==> config.mk <==
export PLATFORM = sky130hd
export DESIGN_NAME = touch_panel_serial_protocol_unit_flat
export DESIGN_NICKNAME = d
export VERILOG_FILES = /design/src/rtl/tpsp_pkg.sv /design/src/rtl/tpsp_if.sv /design/src/rtl/tpsp_front.sv /design/src/rtl/tpsp_queue.sv /design/src/rtl/tpsp_back.sv /design/src/rtl/touch_panel_serial_protocol_unit.sv /design/src/flat_wrapper.sv
export SDC_FILE = /design/constraint.sdc
export NUM_CORES = 1
export LEC_CHECK = 0
export BUFFER_PORTS_ARGS = -buffer_cell sky130_fd_sc_hd__buf_2
export CORE_MARGIN = 10
export CORE_UTILIZATION = 60
export DETAILED_ROUTE_END_ITERATION = 10
export PLACE_DENSITY = 0.83
export SYNTH_ARGS = -nofsm -noshare
export SYNTH_HDL_FRONTEND = slang
export SYNTH_SLANG_ARGS = --single-unit
==> constraint.sdc <==
create_clock -name clk_i -period 10.8 [get_ports clk_i]
set_clock_uncertainty 0.05 [all_clocks]
set_input_delay 2.16 -clock clk_i [delete_from_list [all_inputs] [get_ports clk_i]]
set_output_delay 2.16 -clock clk_i [all_outputs]
set_load 0.02 [all_outputs]
==> src/rtl/tpsp_pkg.sv <==
// shared types and constants of the touch panel serial protocol unit
`default_nettype none
package tpsp_pkg;

  localparam int unsigned ByteW     = 8;
  localparam int unsigned CmdW      = 2;
  localparam int unsigned MaskW     = 35;
  localparam int unsigned GroupW    = 5;
  localparam int unsigned NumGroups = 7;
  localparam int unsigned CmdLen    = 4;
  localparam int unsigned BufDepth  = 5;
  localparam int unsigned CntW      = 3;
  localparam int unsigned IdxW      = 4;
  localparam int unsigned JobDataW  = 40;
  localparam int unsigned AddrW     = 3;
  localparam int unsigned DataW     = 32;
  localparam int unsigned QueueDepth = 2;

  // command selectors and framing bytes
  localparam logic [ByteW-1:0] SelReset   = 8'h45;
  localparam logic [ByteW-1:0] SelHalt    = 8'h4C;
  localparam logic [ByteW-1:0] SelStat    = 8'h41;
  localparam logic [ByteW-1:0] SelRatio   = 8'h72;
  localparam logic [ByteW-1:0] SelSens    = 8'h6B;
  localparam logic [ByteW-1:0] ByteOpen   = 8'h7B;
  localparam logic [ByteW-1:0] ByteClose  = 8'h7D;
  localparam logic [ByteW-1:0] FrameOpen  = 8'h28;
  localparam logic [ByteW-1:0] FrameClose = 8'h29;

  localparam logic [ByteW-1:0] PeriodReset = 8'd4;
  localparam logic [AddrW-1:0] AddrPeriod  = 3'd0;

  // byte index of the closing byte in each frame kind
  localparam logic [IdxW-1:0] EchoLastIdx   = IdxW'(CmdLen + 1);
  localparam logic [IdxW-1:0] ReportLastIdx = IdxW'(NumGroups + 1);

  typedef enum logic [CmdW-1:0] {
    CmdRx    = 2'd0,
    CmdTick  = 2'd1,
    CmdTouch = 2'd2
  } cmd_e;

  typedef enum logic {
    JobEcho   = 1'b0,
    JobReport = 1'b1
  } job_e;

  typedef struct packed {
    job_e                kind;
    logic [JobDataW-1:0] data;
  } job_t;

endpackage
`default_nettype wire

==> src/rtl/tpsp_if.sv <==
// input and output channel interfaces
`default_nettype none
interface tpsp_in_if;
  logic                        valid;
  logic                        ready;
  logic [tpsp_pkg::CmdW-1:0]   command;
  logic [tpsp_pkg::ByteW-1:0]  rx_byte;
  logic [tpsp_pkg::MaskW-1:0]  touch_state;

  modport source (output valid, command, rx_byte, touch_state, input ready);
  modport sink   (input valid, command, rx_byte, touch_state, output ready);
endinterface

interface tpsp_out_if;
  logic                        valid;
  logic                        ready;
  logic [tpsp_pkg::ByteW-1:0]  tx_byte;
  logic                        last;

  modport source (output valid, tx_byte, last, input ready);
  modport sink   (input valid, tx_byte, last, output ready);
endinterface
`default_nettype wire

==> src/rtl/tpsp_front.sv <==
// front end: deframes commands, keeps touch and report state, issues frame jobs
`default_nettype none
module tpsp_front (
  input  wire logic                       clk_i,
  input  wire logic                       rst_ni,
  tpsp_in_if.sink                         in_if,
  input  wire logic [tpsp_pkg::ByteW-1:0] report_period_i,
  input  wire logic                       full_i,
  output      logic                       push_o,
  output      tpsp_pkg::job_t             job_o
);
  import tpsp_pkg::*;

  logic [MaskW-1:0] touch_mask_q, touch_mask_d;
  logic             reporting_q, reporting_d;
  logic [ByteW-1:0] ticks_left_q, ticks_left_d;
  logic [CntW-1:0]  cmd_count_q, cmd_count_d;
  logic [ByteW-1:0] cmd_buf_q [BufDepth];
  logic             buf_we;
  logic             accept;
  logic             echo;
  logic             report;
  logic             known;
  logic [ByteW-1:0] period_eff;

  assign in_if.ready = !full_i;
  assign accept      = in_if.valid && in_if.ready;
  assign period_eff  = (report_period_i == '0) ? ByteW'(1) : report_period_i;

  always_comb begin
    touch_mask_d = touch_mask_q;
    reporting_d  = reporting_q;
    ticks_left_d = ticks_left_q;
    cmd_count_d  = cmd_count_q;
    buf_we       = 1'b0;
    echo         = 1'b0;
    known        = 1'b1;
    unique case (cmd_e'(in_if.command))
      CmdRx: begin
        if (in_if.rx_byte == ByteOpen) begin
          cmd_count_d = '0;
        end else if (in_if.rx_byte == ByteClose) begin
          if (cmd_count_q == CntW'(CmdLen)) begin
            unique case (cmd_buf_q[2])
              SelReset: begin
                touch_mask_d = '0;
                reporting_d  = 1'b0;
              end
              SelHalt:  reporting_d = 1'b0;
              SelStat:  reporting_d = 1'b1;
              SelRatio, SelSens: echo = 1'b1;
              default: ;
            endcase
            cmd_count_d = '0;
          end
        end else if (cmd_count_q < CntW'(BufDepth)) begin
          buf_we      = 1'b1;
          cmd_count_d = cmd_count_q + CntW'(1);
        end
      end
      CmdTick: begin
        if (ticks_left_q != '0) begin
          ticks_left_d = ticks_left_q - ByteW'(1);
        end
      end
      CmdTouch: touch_mask_d = in_if.touch_state;
      default:  known = 1'b0;
    endcase
    report = known && reporting_d && (ticks_left_d == '0);
    if (report) begin
      ticks_left_d = period_eff;
    end
  end

  // one job per item at most: echo never coincides with a due report
  assign push_o = accept && (echo || report);
  always_comb begin
    if (report) begin
      job_o.kind = JobReport;
      job_o.data = JobDataW'(touch_mask_d);
    end else begin
      job_o.kind = JobEcho;
      job_o.data = JobDataW'({cmd_buf_q[3], cmd_buf_q[2], cmd_buf_q[1], cmd_buf_q[0]});
    end
  end

  always_ff @(posedge clk_i or negedge rst_ni) begin
    if (!rst_ni) begin
      touch_mask_q <= '0;
      reporting_q  <= 1'b0;
      ticks_left_q <= '0;
      cmd_count_q  <= '0;
    end else if (accept) begin
      touch_mask_q <= touch_mask_d;
      reporting_q  <= reporting_d;
      ticks_left_q <= ticks_left_d;
      cmd_count_q  <= cmd_count_d;
    end
  end

  always_ff @(posedge clk_i) begin
    if (accept && buf_we) begin
      cmd_buf_q[cmd_count_q] <= in_if.rx_byte;
    end
  end

endmodule
`default_nettype wire

==> src/rtl/tpsp_queue.sv <==
// two-entry job queue between front and back
`default_nettype none
module tpsp_queue (
  input  wire logic           clk_i,
  input  wire logic           rst_ni,
  input  wire logic           push_i,
  input  wire tpsp_pkg::job_t job_i,
  input  wire logic           pop_i,
  output      logic           full_o,
  output      logic           empty_o,
  output      tpsp_pkg::job_t head_o
);
  import tpsp_pkg::*;

  job_t       mem_q [QueueDepth];
  logic       wr_ptr_q, rd_ptr_q;
  logic [1:0] count_q;

  assign full_o  = (count_q == 2'(QueueDepth));
  assign empty_o = (count_q == '0);
  assign head_o  = mem_q[rd_ptr_q];

  always_ff @(posedge clk_i or negedge rst_ni) begin
    if (!rst_ni) begin
      wr_ptr_q <= 1'b0;
      rd_ptr_q <= 1'b0;
      count_q  <= '0;
    end else begin
      if (push_i) wr_ptr_q <= !wr_ptr_q;
      if (pop_i)  rd_ptr_q <= !rd_ptr_q;
      case ({push_i, pop_i})
        2'b10:   count_q <= count_q + 2'd1;
        2'b01:   count_q <= count_q - 2'd1;
        default: ;
      endcase
    end
  end

  always_ff @(posedge clk_i) begin
    if (push_i) begin
      mem_q[wr_ptr_q] <= job_i;
    end
  end

endmodule
`default_nettype wire

==> src/rtl/tpsp_back.sv <==
// back end: serializes echo and report jobs into bytes
`default_nettype none
module tpsp_back (
  input  wire logic           clk_i,
  input  wire logic           rst_ni,
  input  wire logic           empty_i,
  input  wire tpsp_pkg::job_t head_i,
  output      logic           pop_o,
  tpsp_out_if.source          out_if
);
  import tpsp_pkg::*;

  logic [IdxW-1:0]  idx_q;
  logic             out_valid_q;
  logic [ByteW-1:0] tx_q;
  logic             last_q;
  logic             load;
  logic             is_last;
  logic [ByteW-1:0] byte_d;
  logic [IdxW-1:0]  pos;

  assign load    = !empty_i && (!out_valid_q || out_if.ready);
  assign is_last = (head_i.kind == JobEcho) ? (idx_q == EchoLastIdx)
                                            : (idx_q == ReportLastIdx);
  assign pop_o   = load && is_last;
  assign pos     = idx_q - IdxW'(1);

  always_comb begin
    if (idx_q == '0) begin
      byte_d = FrameOpen;
    end else if (is_last) begin
      byte_d = FrameClose;
    end else if (head_i.kind == JobEcho) begin
      byte_d = head_i.data[pos[1:0]*ByteW +: ByteW];
    end else begin
      byte_d = ByteW'(head_i.data[pos[2:0]*GroupW +: GroupW]);
    end
  end

  always_ff @(posedge clk_i or negedge rst_ni) begin
    if (!rst_ni) begin
      idx_q       <= '0;
      out_valid_q <= 1'b0;
    end else begin
      if (load) begin
        idx_q       <= is_last ? '0 : idx_q + IdxW'(1);
        out_valid_q <= 1'b1;
      end else if (out_if.ready) begin
        out_valid_q <= 1'b0;
      end
    end
  end

  always_ff @(posedge clk_i) begin
    if (load) begin
      tx_q   <= byte_d;
      last_q <= is_last;
    end
  end

  assign out_if.valid   = out_valid_q;
  assign out_if.tx_byte = tx_q;
  assign out_if.last    = last_q;

endmodule
`default_nettype wire

==> src/rtl/touch_panel_serial_protocol_unit.sv <==
// top level of the touch panel serial protocol unit
//
//   channel   dir   handshake        payload
//   in_i      in    valid/ready      command, rx_byte, touch_state
//   out_o     out   valid/ready      tx_byte, last
//   apb       in    psel/penable     report_period at address 0
//
// the front takes one item per cycle while the queue has room and settles all protocol state in that cycle
// a frame job (6-byte echo or 9-byte report) goes into a two-entry queue
// the back sends one byte per cycle while the receiver is ready, from the queue head into an output register
// in_i stalls only while the queue holds two unfinished frames
// reset clears all control state at once; the command buffer is never cleared
`default_nettype none
module touch_panel_serial_protocol_unit (
  input  wire logic                           clk_i,
  input  wire logic                           rst_ni,
  tpsp_in_if.sink                             in_i,
  tpsp_out_if.source                          out_o,
  input  wire logic                           psel,
  input  wire logic                           penable,
  input  wire logic                           pwrite,
  input  wire logic [tpsp_pkg::AddrW-1:0]     paddr,
  input  wire logic [tpsp_pkg::DataW-1:0]     pwdata,
  output      logic [tpsp_pkg::DataW-1:0]     prdata,
  output      logic                           pready
);
  import tpsp_pkg::*;

  logic [ByteW-1:0] report_period_q;
  logic             cfg_we;
  logic             push;
  logic             pop;
  logic             full;
  logic             empty;
  job_t             job;
  job_t             head;

  // configuration register, written in the apb access phase
  assign pready = 1'b1;
  assign cfg_we = psel && penable && pwrite && (paddr == AddrPeriod);
  assign prdata = (paddr == AddrPeriod) ? DataW'(report_period_q) : '0;

  always_ff @(posedge clk_i or negedge rst_ni) begin
    if (!rst_ni) begin
      report_period_q <= PeriodReset;
    end else if (cfg_we) begin
      report_period_q <= pwdata[ByteW-1:0];
    end
  end

  // front: deframing, command dispatch, tick timer
  tpsp_front u_front (
    .clk_i           (clk_i),
    .rst_ni          (rst_ni),
    .in_if           (in_i),
    .report_period_i (report_period_q),
    .full_i          (full),
    .push_o          (push),
    .job_o           (job)
  );

  // decoupling queue of frame jobs
  tpsp_queue u_queue (
    .clk_i   (clk_i),
    .rst_ni  (rst_ni),
    .push_i  (push),
    .job_i   (job),
    .pop_i   (pop),
    .full_o  (full),
    .empty_o (empty),
    .head_o  (head)
  );

  // back: byte serializer
  tpsp_back u_back (
    .clk_i   (clk_i),
    .rst_ni  (rst_ni),
    .empty_i (empty),
    .head_i  (head),
    .pop_o   (pop),
    .out_if  (out_o)
  );

  // front only takes items while the queue has room
  a_ready_full: assert property (@(posedge clk_i) disable iff (!rst_ni)
    in_i.ready == !full)
    else $error("input ready disagrees with queue state");

  // a job is never pushed into a full queue
  a_no_overflow: assert property (@(posedge clk_i) disable iff (!rst_ni)
    !(push && full))
    else $error("job pushed into full queue");

  // the final byte of every frame is the closing parenthesis
  a_last_close: assert property (@(posedge clk_i) disable iff (!rst_ni)
    (out_o.valid && out_o.last) |-> (out_o.tx_byte == FrameClose))
    else $error("frame ends on a wrong byte");

  // after a frame's last transfer with data waiting, the next byte opens a frame
  a_open_after_last: assert property (@(posedge clk_i) disable iff (!rst_ni)
    (out_o.valid && out_o.ready && out_o.last) |=>
      (!out_o.valid || out_o.tx_byte == FrameOpen))
    else $error("frame does not start with opening parenthesis");

endmodule
`default_nettype wire

==> src/flat_wrapper.sv <==
// flat-port wrapper written by rule: the top's interface ports become plain ports
module touch_panel_serial_protocol_unit_flat import tpsp_pkg::*;
  (clk_i, rst_ni, psel, penable, pwrite, paddr, pwdata, prdata, pready, in_i_valid, in_i_command, in_i_rx_byte, in_i_touch_state, in_i_ready, out_o_valid, out_o_tx_byte, out_o_last, out_o_ready);
  tpsp_in_if in_i_i ();
  tpsp_out_if out_o_i ();
  input  wire logic clk_i;
  input  wire logic rst_ni;
  input  wire logic psel;
  input  wire logic penable;
  input  wire logic pwrite;
  input  wire logic [tpsp_pkg::AddrW-1:0] paddr;
  input  wire logic [tpsp_pkg::DataW-1:0] pwdata;
  output      logic [tpsp_pkg::DataW-1:0] prdata;
  output      logic pready;
  input wire logic [$bits(in_i_i.valid)-1:0] in_i_valid;
  input wire logic [$bits(in_i_i.command)-1:0] in_i_command;
  input wire logic [$bits(in_i_i.rx_byte)-1:0] in_i_rx_byte;
  input wire logic [$bits(in_i_i.touch_state)-1:0] in_i_touch_state;
  output wire logic [$bits(in_i_i.ready)-1:0] in_i_ready;
  output wire logic [$bits(out_o_i.valid)-1:0] out_o_valid;
  output wire logic [$bits(out_o_i.tx_byte)-1:0] out_o_tx_byte;
  output wire logic [$bits(out_o_i.last)-1:0] out_o_last;
  input wire logic [$bits(out_o_i.ready)-1:0] out_o_ready;
  assign in_i_i.valid = in_i_valid;
  assign in_i_i.command = in_i_command;
  assign in_i_i.rx_byte = in_i_rx_byte;
  assign in_i_i.touch_state = in_i_touch_state;
  assign in_i_ready = in_i_i.ready;
  assign out_o_valid = out_o_i.valid;
  assign out_o_tx_byte = out_o_i.tx_byte;
  assign out_o_last = out_o_i.last;
  assign out_o_i.ready = out_o_ready;
  touch_panel_serial_protocol_unit u_core (.clk_i(clk_i), .rst_ni(rst_ni), .in_i(in_i_i), .out_o(out_o_i), .psel(psel), .penable(penable), .pwrite(pwrite), .paddr(paddr), .pwdata(pwdata), .prdata(prdata), .pready(pready));
endmodule
==> flow_summary.json, run 1 <==
{
  "synth_edf_count": 113,
  "antenna_found_initial": 0,
  "hold_path_class": "flop to flop",
  "maxClockFrequency_mhz": 185,
  "layout-drive-gt1-share": 0.250,
  "start_util": 0.617,
  "crit_fanout": 9,
  "cts_buffers": 17,
  "hold_depth": 2,
  "grt_first_pass_wirelength_mm": 31.4,
  "power.share.combinational": 0.123,
  "synth_flop_cell": "edfxtp_1",
  "min_period_ps": 5400,
  "root_buffer": "clkbuf_16",
  "fp.dieW_um": 140,
  "clkTransAtPathRegs_ps": 70,
  "yosysUniqueCellTypes": 68,
  "num_vias": 5802,
  "cp_data_required_time_ps": 8590,
  "htreeDepth": 4,
  "die_y_um": 140,
  "ant_nets": 0,
  "clkPwrFrac": 0.391,
  "min_to": "u_core.u_front.reporting_q",
  "post-cts-setup-buffers": 0,
  "seqPwrFrac": 0.485,
  "cts_sinks": 177,
  "critPathLaunchType": "input port",
  "insertion_delay_ps": 430,
  "syn-cell-area_sq_mm": 0.00867,
  "r2r_slack_ps": 6550,
  "cts_resized": 0,
  "status": "completed",
  "relSlewSlack": 0.119,
  "synth_seq_cells": 177,
  "core-area_sq_mm": 0.0140,
  "via_per_inst": 6.31,
  "synthCells": 659,
  "placementRows": 43,
  "r2r-end": "u_core.u_queue.count_q[1]",
  "ios": 131,
  "overflow": 0,
  "drt_iter0_drc": 576,
  "avgRoutedWirePerCell_um": 21.7,
  "end_kind": "output port",
  "fin_nets": 819,
  "layout_common_cells": "edfxtp_1, buf_2, a22o_1, dfrtp_1, mux2i_1",
  "grt_max_degree": 65,
  "drv_slew": 0,
  "ff2ff_path_depth": 11,
  "grt_pass1_vias": 5846,
  "pre_cts_ws_ps": 5140,
  "drt_pass1_iterations": 6,
  "gp_congestion": 0.919,
  "numPortBuffers": 81,
  "grtUsageTotal": 0.201,
  "cp.arrival_ps": 3190,
  "p_int_mw": 1.26,
  "hold_viol_final": 0,
  "worst_slew_pin_slew_ps": 1320,
  "cap_violations": 0,
  "drc": 0,
  "dp_hpwl_mm": 14.1,
  "ys_warn_count": 0,
  "setup_tns_ps": 0,
  "power_density_mw_per_mm2": 174,
  "async_reset_ff_frac": 0.362,
  "vdd_drop_max_mv": 0.141,
  "synth.yosys.seq_area_share": 0.576,
  "die_area_sq_mm": 0.0197,
  "holdBufCountCts": 0,
  "avgSynthCellArea_sq_um": 13.2,
  "diodes": 0,
  "fin_ws_ps": 5400,
  "p_switching_mw": 0.432,
  "reg2reg_from": "u_core.u_front.ticks_left_q[2]",
  "final_common_cell": "edfxtp_1",
  "fin_crit_sh": 0.500,
  "cts_tree": "built",
  "min-delay-start": "u_core.u_front.reporting_q",
  "path_class": "input port to output port",
  "rsz0062_at_grt": "false",
  "clock_path_buffers": 2,
  "syn_to_final_growth_pct": 12.2,
  "leakagePower_nw": 3.86,
  "p_sw_frac": 0.255,
  "finalWirelength_mm": 19.9,
  "setup_viol": 0
}
## how the worst max path moves through the flow
| stage | from | to | slack (ps) | cells past startpoint |
|---|---|---|---|---|
| 2_1_floorplan | in_i_command[1] | u_core.u_queue.mem_q[0][0] | 4140 | 7 |
| 3_3_place_gp | in_i_command[0] | u_core.u_queue.count_q[1] | 5170 | 11 |
| 3_5_place_dp | in_i_command[0] | u_core.u_queue.count_q[1] | 5140 | 12 |
| 4_1_cts | paddr[1] | prdata[0] | 5400 | 4 |
| 5_1_grt | paddr[1] | prdata[1] | 5260 | 4 |
| 6_report | paddr[1] | prdata[4] | 5400 | 4 |
## kinds of logic after synthesis
| family | Yosys count | share of synthesized area |
|---|---|---|
| muxes | 94 | 0.137 |
| AOI/OAI and AO/OA | 151 | 0.131 |
| other | 2 | 0.000866 |
| buffers and inverters | 78 | 0.0512 |
| xor gates and xnor gates | 6 | 0.00606 |
| DFF | 177 | 0.576 |
| adders and majority gates | 6 | 0.00866 |
| and+or+nand+nor | 145 | 0.0886 |
## power by group through the flow
stage / Combinational, mW / Clock (mW) / Sequential [mW]
floorplan: 0.170 / 0 / 0.809
global placement: 0.197 / 0 / 0.828
detailed placement: 0.206 / 0 / 0.832
CTS: 0.207 / 0.671 / 0.819
global route: 0.232 / 0.701 / 0.828
finish: 0.209 / 0.663 / 0.823
## routing by layer
layer,GRT usage,routed length [um],vias up
met3,0.0575,1720,36
met5,0,0,-
met4,0.0712,420,0
met1,0.258,8110,2853
li1,-,-,2622
met2,0.320,9690,291
## through the flow
step	power (mW)	instances	hold slack, ps	utilization	area [sq um]
after floorplan	0.979	682	396	-	8750
after global placement	1.03	887	417	0.647	9090
after detailed placement	1.04	887	424	0.647	9090
after CTS	1.70	919	440	0.693	9730
after global routing	1.76	919	468	0.693	9730
final	1.69	919	435	0.693	9730
## layout make-up
class	instances	area [sq um]
inverters	15	58.8
repair buffers	88	458
fillers	921	4320
flip-flops and latches	177	5000
clock inverters	13	198
multi-input cells	427	3350
well taps	180	225
clock buffers	19	443
## critical path, cell delays in order
cell	delay (ps)
buf_2	90
nor3_1	540
and2_1	220
buf_2	170
## registers in the layout (all words and copies together), names as in the netlist
register / flops
u_core.u_front.touch_mask_q: 35
u_core.u_back.out_if.valid: 1
u_core.u_front.ticks_left_q: 8
u_core.u_queue.wr_ptr_q: 1
u_core.u_front.cmd_count_q: 3
u_core.u_queue.count_q: 2
u_core.u_back.out_if.last: 1
u_core.u_front.cmd_buf_q: 32
u_core.report_period_q: 8
u_core.u_back.idx_q: 4
u_core.u_front.reporting_q: 1
u_core.u_back.out_if.tx_byte: 8
u_core.u_queue.rd_ptr_q: 1
u_core.u_queue.mem_q: 72
## Yosys cell counts (all sizes together), types with 2 or more instances
library cell | count | area share
clkbuf | 27 | 0.012
mux2i | 38 | 0.044
ha | 6 | 0.0087
buf | 36 | 0.033
o21a | 2 | 0.0017
conb | 2 | 0.00087
nor2b | 2 | 0.0014
nor4 | 4 | 0.0029
nand2b | 6 | 0.0043
o2111ai | 2 | 0.0020
inv | 14 | 0.0064
nor3 | 14 | 0.0087
xnor2 | 4 | 0.0040
nor3b | 3 | 0.0026
a211oi | 11 | 0.0095
o21ai | 20 | 0.012
a31o | 2 | 0.0020
and3b | 2 | 0.0020
or4 | 5 | 0.0048
mux4 | 9 | 0.023
or3 | 2 | 0.0014
a221oi | 3 | 0.0030
xor2 | 2 | 0.0020
a22oi | 4 | 0.0035
o21bai | 2 | 0.0017
a21oi | 19 | 0.011
mux2 | 47 | 0.070
edfxtp | 113 | 0.39
dfrtp | 63 | 0.18
a22o | 66 | 0.067
nand2 | 29 | 0.013
and4b | 2 | 0.0023
o211ai | 2 | 0.0017
nor2 | 37 | 0.016
or2 | 3 | 0.0022
and4 | 3 | 0.0030
and3 | 3 | 0.0022
a31oi | 6 | 0.0043
and2 | 11 | 0.0079
nand3 | 10 | 0.0064
nand4 | 2 | 0.0014
a211o | 2 | 0.0020
nand3b | 5 | 0.0043
o41ai | 3 | 0.0030
Power figures use the tool's default switching activity.
==> run 2: changes to the inputs <==
--- a/config.mk
+++ b/config.mk
@@ -7,9 +7,9 @@
 export LEC_CHECK = 0
 export BUFFER_PORTS_ARGS = -buffer_cell sky130_fd_sc_hd__buf_2
 export CORE_MARGIN = 10
-export CORE_UTILIZATION = 60
+export CORE_UTILIZATION = 57
 export DETAILED_ROUTE_END_ITERATION = 10
-export PLACE_DENSITY = 0.83
+export PLACE_DENSITY = 0.8
 export SYNTH_ARGS = -nofsm -noshare
 export SYNTH_HDL_FRONTEND = slang
 export SYNTH_SLANG_ARGS = --single-unit
==> constraint.sdc (replaced) <==
create_clock -name clk_i -period 5.5 [get_ports clk_i]
set_clock_uncertainty 0.05 [all_clocks]
set_input_delay 1.1 -clock clk_i [delete_from_list [all_inputs] [get_ports clk_i]]
set_output_delay 1.1 -clock clk_i [all_outputs]
set_load 0.02 [all_outputs]
==> run 2 against run 1 <==
Effect of this change:
- routed wire length is 3.0% lower
- register-to-register slack worse by 4900 ps
- clock-buffer cell count decreased by 1
- critical path type is now input port to flop
- largest power group unchanged
==> flow_summary.json, run 2 (synthesis results as in run 1) <==
{
  "grt_util_met1": 0.251,
  "top_regs": "u_core.u_queue.mem_q x72, u_core.u_front.touch_mask_q x35, u_core.u_front.cmd_buf_q x32",
  "gp_congestion": 0.876,
  "cts_resized": 0,
  "cp_slowest_cell": "buf_4",
  "fp.dieW_um": 143,
  "clock_path_buffers": 2,
  "ant_nets": 0,
  "die_area_sq_mm": 0.0205,
  "ios": 131,
  "drc": 0,
  "finalWirelength_mm": 19.3,
  "cp.depth": 9,
  "ff2ff_path_depth": 10,
  "die_y_um": 143,
  "dp_hpwl_mm": 13.5,
  "syn_to_final_growth_pct": 11.5,
  "cts_sinks": 177,
  "grt_use_met2": 0.304,
  "relSlewSlack": 0.118,
  "min_period_ps": 3910,
  "avgRoutedWirePerCell_um": 20.9,
  "core-area_sq_mm": 0.0150,
  "grt_max_degree": 65,
  "cap_violations": 0,
  "drt_iter0_drc": 545,
  "leakagePower_nw": 3.83,
  "hold_viol_final": 0,
  "setup_viol": 0,
  "layout_common_cells": "edfxtp_1, buf_2, a22o_1, dfrtp_1, mux2i_1",
  "grt_pass1_vias": 5545,
  "diodes": 0,
  "crit_path_frequent_cell": "mux2_2",
  "grt.busiest_layer": "met2",
  "grtUsageTotal": 0.189,
  "drt_pass1_iterations": 5,
  "num_vias": 5699,
  "via_per_inst": 6.15,
  "end_kind": "flop",
  "overflow": 0,
  "hold_depth": 2,
  "root_buffer": "clkbuf_16",
  "holdBufCountCts": 0,
  "place_area_sq_mm": 0.00910,
  "clkTransAtPathRegs_ps": 70,
  "critical_path_buf_inv_count": 3,
  "cts_tree": "built",
  "path_class": "input port to flop",
  "fin_crit_sh": 0.710,
  "antenna_found_initial": 0,
  "post-cts-setup-buffers": 0,
  "fin_nets": 819,
  "drv_slew": 0,
  "power_mw": 3.17,
  "maxClockFrequency_mhz": 256,
  "use_met3": 0.0399,
  "htreeDepth": 4,
  "final_common_cell": "edfxtp_1",
  "crit_fanout": 26,
  "start_util": 0.577,
  "regMostFlops": "u_core.u_queue.mem_q",
  "final_area_sq_mm": 0.00966,
  "largest_register_ffs": 72,
  "status": "completed",
  "power_density_mw_per_mm2": 328,
  "layout-drive-gt1-share": 0.252,
  "cp.arrival_ps": 4030,
  "worst_slew_pin_slew_ps": 1320,
  "numPortBuffers": 81,
  "insertion_delay_ps": 430,
  "cts_buffers": 17,
  "critPathLaunchType": "input port",
  "crit_chain": "buf_2, nand2b_1, nor3_1, mux2_2, nor3_2, nand3_2, inv_4, buf_4, mux2_2",
  "grt_first_pass_wirelength_mm": 29.9,
  "setup_tns_ps": 0,
  "cpPeakStageDelay_ps": 450,
  "rsz0062_at_grt": "false",
  "hold_path_class": "flop to flop",
  "placementRows": 45,
  "cp_data_required_time_ps": 5620,
  "vdd_drop_max_mv": 0.241,
  "crit_family": "simple AND/OR/NAND/NOR gates"
}
## run 2: changes by cell type in the layout (fill, tap and decap cells not counted), sizes merged
cell / previous run / this run
inv: 20 / 18
clkinv: 1 / 9
bufinv: 4 / 1
clkbuf: 19 / 18
clkinvlp: 3 / 1
## run 2: worst register-to-register path: cells and delay by family, from the launching register on
kind            cells  cell delay [ps]
fa+ha+maj           1              290
compound gates      3              550
mux                 1              460
simple gates        2              970
flops               1              440
buf+inv             3              850
## run 2: routing by layer
| layer | wire [um] | up-vias |
|---|---|---|
| met2 | 9460 | 244 |
| met4 | 233 | 0 |
| met3 | 1490 | 22 |
| li1 | - | 2620 |
| met5 | 0 | - |
| met1 | 8160 | 2813 |
## run 2: layout make-up
| type | instances | area [sq um] |
|---|---|---|
| multi-input cells | 427 | 3350 |
| flip-flops and latches | 177 | 5000 |
| clock buffers | 18 | 439 |
| repair buffers | 88 | 458 |
| clock inverters | 14 | 128 |
| fillers | 1080 | 5370 |
| well taps | 188 | 235 |
| inverters | 15 | 58.8 |
## run 2: per-stage QoR
stage / hold WS [ps] / util / worst slack [ps] / cells
floorplan: 396 / - / 95.9 / 682
global placement: 418 / 0.605 / 1250 / 895
detailed placement: 425 / 0.605 / 1190 / 895
CTS: 440 / 0.643 / 1640 / 927
global route: 470 / 0.643 / 1280 / 927
finish: 448 / 0.643 / 1590 / 927
## run 2: worst paths after layout
kind / to / slack, ps / from
setup / recovery: u_core.u_queue.mem_q[1][2] / 1590 / in_i_command[0]
hold / removal: u_core.u_front.reporting_q / 450 / u_core.u_front.reporting_q
setup reg to reg: u_core.u_queue.mem_q[1][2] / 1610 / u_core.u_front.ticks_left_q[0]
hold reg to reg: u_core.u_front.reporting_q / 450 / u_core.u_front.reporting_q
max in group asynchronous: u_core.u_queue.rd_ptr_q / 3920 / rst_ni
min in group asynchronous: u_core.u_front.touch_mask_q[12] / 780 / rst_ni
## run 2: where the power goes
| group | internal, mW | total (mW) | switching [mW] |
|---|---|---|---|
| clock network | 0.640 | 1.15 | 0.515 |
| registers | 1.51 | 1.61 | 0.0978 |
| logic | 0.186 | 0.410 | 0.225 |
